### config.mk
export PLATFORM = sky130hd
export DESIGN_NAME = lvmf_hist
export DESIGN_NICKNAME = d
export VERILOG_FILES = /design/src/hw/rtl/lvmf_pkg.sv /design/src/hw/rtl/lvmf_hist.sv
export SDC_FILE = /design/constraint.sdc
export NUM_CORES = 2
export LEC_CHECK = 0
export ABC_AREA = 1
export BUFFER_PORTS_ARGS = -buffer_cell sky130_fd_sc_hd__buf_2
export CORE_AREA = 3 3 475 477
export CTS_CLUSTER_DIAMETER = 40
export CTS_CLUSTER_SIZE = 28
export DETAILED_ROUTE_END_ITERATION = 10
export DIE_AREA = 0 0 478 480
export GPL_TIMING_DRIVEN = 0
export HOLD_SLACK_MARGIN = 0.06
export MAX_ROUTING_LAYER = met4
export PLACE_DENSITY = 0.71
export SLEW_MARGIN = 20
export SYNTH_ARGS = -nofsm -noshare
export SYNTH_HDL_FRONTEND = slang
export SYNTH_SLANG_ARGS = --single-unit
### constraint.sdc
create_clock -name i_clk -period 13.7 [get_ports i_clk]
set_input_delay 2.74 -clock i_clk [delete_from_list [all_inputs] [get_ports i_clk]]
set_output_delay 2.74 -clock i_clk [all_outputs]
set_load 0.01 [all_outputs]
### src/hw/rtl/lvmf_pkg.sv
`timescale 1ns / 1ps
package lvmf_pkg;
    localparam int MAX_DIM = 64;
    localparam int MAX_RADIUS = 3;
    localparam int NUM_LABELS = 256;
    localparam int DIM_W = 7;
    localparam int CRD_W = $clog2(MAX_DIM);
    localparam int ADDR_W = 3 * CRD_W;
    localparam int LAB_W = 8;
    localparam int BIN_W = $clog2(NUM_LABELS);
    localparam int CNT_W = 9;
    localparam int RAD_W = 2;
    localparam int IDX_W = 2;

    localparam logic [IDX_W-1:0] REG_DIM_X = 2'd0;
    localparam logic [IDX_W-1:0] REG_DIM_Y = 2'd1;
    localparam logic [IDX_W-1:0] REG_DIM_Z = 2'd2;
    localparam logic [IDX_W-1:0] REG_RADIUS = 2'd3;

    localparam logic CMD_LOAD = 1'b0;
    localparam logic CMD_EMIT = 1'b1;

    typedef enum logic [2:0] {
        ST_IDLE, ST_CLEAR, ST_WALK, ST_DRAIN, ST_SCAN, ST_OUT
    } t_state;

    typedef struct packed {
        logic [CRD_W-1:0] x;
        logic [CRD_W-1:0] y;
        logic [CRD_W-1:0] z;
    } t_pos;

    function automatic logic [DIM_W-1:0] clamp_dim(input logic [DIM_W-1:0] v);
        logic [DIM_W-1:0] r;
        r = v;
        if (v == '0) r = DIM_W'(1);
        if (v > DIM_W'(MAX_DIM)) r = DIM_W'(MAX_DIM);
        return r;
    endfunction

    function automatic logic [CRD_W-1:0] clamp_crd(input logic signed [CRD_W+2:0] c,
                                                   input logic [DIM_W-1:0] dim);
        logic signed [CRD_W+2:0] top;
        logic [CRD_W-1:0] r;
        top = $signed({2'b00, dim}) - (CRD_W+3)'(1);
        r = c[CRD_W-1:0];
        if (c < 0) r = '0;
        if (c > top) r = top[CRD_W-1:0];
        return r;
    endfunction
endpackage

### src/hw/rtl/lvmf_hist.sv
`timescale 1ns / 1ps
module lvmf_hist (
    input  logic i_clk,
    input  logic i_clr_en,
    input  logic [lvmf_pkg::BIN_W-1:0] i_clr_addr,
    input  logic i_inc_en,
    input  logic [lvmf_pkg::BIN_W-1:0] i_inc_addr,
    input  logic [lvmf_pkg::BIN_W-1:0] i_rd_addr,
    output logic [lvmf_pkg::CNT_W-1:0] o_rd_data
);
    import lvmf_pkg::*;
    logic [CNT_W-1:0] r_mem [NUM_LABELS];
    logic [CNT_W-1:0] r_inc_data;
    logic [BIN_W-1:0] r_inc_addr;
    logic r_inc_wr;
    logic [BIN_W-1:0] n_rd_addr;

    // Increment is read then write; a repeated bin forwards the pending value.
    assign n_rd_addr = i_inc_en ? i_inc_addr : i_rd_addr;

    always_ff @(posedge i_clk) begin
        if (r_inc_wr && (r_inc_addr == n_rd_addr)) begin
            o_rd_data <= r_inc_data;
        end else begin
            o_rd_data <= r_mem[n_rd_addr];
        end
        r_inc_wr <= i_inc_en;
        r_inc_addr <= i_inc_addr;
        if (i_clr_en) begin
            r_mem[i_clr_addr] <= '0;
        end else if (r_inc_wr) begin
            r_mem[r_inc_addr] <= r_inc_data;
        end
    end

    always_comb begin
        r_inc_data = o_rd_data + CNT_W'(1);
    end
endmodule

==> run metrics <==
XOR/XNOR Fraction of Synth Area 0.114%; largest cells by area after synthesis edfxtp_1 69%, nand3_1 10%, nand2_1 10%, inv_1 4.9%, buf_2 1.9%; FF+latch count, synth 2322; IO buf count 35; Final Hold Viols 0; Vias 77700; Synth Instances 9368; largest net degree at the start of global routing 40; Synth Cell Area 0.0996 sq mm; slowest CP cell buf_2; Post-synth EDFFs 2304; post-synth top area share 69.5%; Placer Congestion 1.07; HP Class register to register; most frequent CP cell nand3_1; synth cell count leaders 2685 x nand2_1, 2304 x edfxtp_1, 2030 x nand3_1; first-pass GRT wire length 557000 microns; top-count cell post-synth nand2_1; status complete, but fails checks; maxcap violations 0; Total GRT Usage 36.1%; chip width 478 microns; Synth Area in Simple Gates 21.8%; clk_lat worst skew 0.99 ns; fmax 0.157 GHz; critical path's largest stage delay 0.82 ns; DRT Pass-1 Iters 11; Rel. slew slack 12.1%; initial antenna violation count 19; Reg power frac 43.1%; slew of the pin with the lowest slew margin 1.32 ns; Rows 173; area of the die 0.229 sq mm; Clock Pin Slew Worst Setup and Hold Paths 0.06 ns; max-slew violations 0; initial core utilization 44.9%; leading area contributor after synthesis edfxtp_1; fin crit share 46.4%; Longest Clk Path Bufs 4; CTS root buffer clkbuf_16; Synth Area per Inst 10.6 sq um; mux contribution to synthesized area 0%; critical path class primary input to register; ys flop type edfxtp_1; die height 480 microns; Cell Chain, Critical Path buf_2, inv_2, nand2_2, nand2_2, buf_2, buf_2, nand2_1, nand3_1, nand3_1, nand3_1, nand3_1, nand3_1, nand2_1, nand2_1, nand3_1, nand3_1, nand2_1; Fin Clk Skew 0.0679 ns; CTS buffer count 331; minimum clock period 6.36 ns; core footprint 0.222 sq mm; leakage power 47.1 nW; TritonCTS clock tree done; main combinational cell family by area after synthesis simple AND/OR/NAND/NOR gates; CTS HTree Levels 5; Int Power 13.5 mW; clock power share 46.1%; CP Buf/Inv Count 4; failing checks design-rule violations; post-synthesis sequential area ratio 69.8%; VDD IR-drop max 0.138 mV; Comb pwr share 10.8%; Final setup viols 0; crit-path max FO 12; Switching Share 26.9%; post-synth cell types 28; P per Cell Area 157 mW/mm^2; CP required 14.51 ns; Nets 9896; multi-input logic area 0.0232 sq mm; Final ANT Viol Nets 0; post-CTS sizing 0; IO Count 36; Total Routed Length 412000 microns; post-DR vias/cell 5.92; Final Power 18.5 mW; DR iter-0 viols 14500; # fillers 18700; clk sink count 2322; Worst Path Arrival 7.17 ns; Register Area 0.0695 sq mm; hold_buf cts 0; DR WL/cell 31.4 microns; Layout Cells excl Fill 13100; syn nets 9396; Remaining Overflow, GRT 0; Top delay family on crit path simple AND/OR/NAND/NOR gates; RSZ-0062 raised after global routing no; Adder-Cell Fraction of Synth Area 0.0126%; vias in the first global route 72000; Async SR Flop Fraction 0%; Post-Place Cells 12500; DRC viols 4; area added between synthesis and finish 18.1%; P_sw 4.97 mW; Setup TNS Final 0 ns; fin util 53.0%; final hold slack 0.646 ns; crit end category register; Syn. warnings 0; startpoint type of the worst setup path primary input; share of cells above drive strength 1 13.6%; Post-DP HPWL 291000 microns; Post-CTS Setup Bufs 0; Compound-Gate Fraction of Synth Area 0.727%
cell type report:
class                      instances  area share (%)
inverter                        1299            4.14
clock inverter                   228            2.03
timing repair buffer             167            2.30
tap                             2975            3.16
antenna                           24          0.0510
clock buffer                     360            7.24
multi-input combinational       5198            19.7
buffer                           549            2.25
sequential                      2322            59.1
registers in the layout (all words and copies together) (netlist names):
signal / cells
o_rd_data: 9
r_inc_addr: 8
r_inc_wr: 1
r_mem: 2304
power groups by stage:
stage               logic, mW  clock network [mW]  registers (mW)
floorplan               0.861                   0            8.18
global placement         1.71                   0            8.31
detailed placement       1.89                   0            8.12
CTS                      1.89                8.48            7.97
global route             2.03                8.79            7.97
finish                   2.00                8.51            7.97
per-stage QoR:
stage	cell area (sq um)	setup slack [ns]
after floorplan	99600	3.28
after global placement	104000	-7.59
after detailed placement	107000	6.59
after CTS	118000	7.57
after global routing	118000	7.39
final	118000	7.34
tightest hold or removal path: stages (launching register included):
cell and delay (ns):
dfxtp_1 0.35, ha_1 0.15, nand2_1 0.05, nand2_1 0.06
per-layer routing:
metal	vias to the layer above	part of all wire, %	GRT usage, %
met5	-	0	-
met4	0	8.8	25.7
li1	32300	-	-
met1	37400	35	44.3
met3	1484	14	10.9
met2	6513	42	50.8
cell usage in the layout, fill, tap and decap left out, types with 26 or more instances in the layout:
cell type / count
clkbuf_16: 337
buf_16: 30
o211ai_1: 56
o21ai_0: 49
clkinv_1: 27
inv_6: 43
clkbuf_1: 105
buf_12: 53
buf_2: 426
nor2_2: 212
nor2_1: 80
nand3b_1: 42
bufinv_16: 28
inv_1: 1290
nand2_1: 2685
buf_1: 36
clkinv_4: 33
clkinvlp_4: 42
edfxtp_1: 2304
buf_6: 26
nand3_1: 2030
clkinv_2: 34
cell families (layout without fill, tap and decap cells):
family,Yosys count,in the layout
and+or+nand+nor,5069,5069
AOI/OAI and AO/OA,115,115
DFF,2322,2322
buffers and inverters,1848,2603
xor gates and xnor gates,13,13
other,0,24
adders and majority gates,1,1
final timing paths:
check	slack, ns	start	endpoint	cells past startpoint
max	7.34	i_inc_en	o_rd_data[8]$_DFF_P_	17
min reg2reg	0.65	o_rd_data[1]$_DFF_P_	o_rd_data[1]$_DFF_P_	3
min	0.65	o_rd_data[1]$_DFF_P_	o_rd_data[1]$_DFF_P_	3
max reg2reg	9.25	r_inc_wr$_DFF_P_	r_mem[126][0]$_DFFE_PP_	9
(Power assumes the default switching activity.)
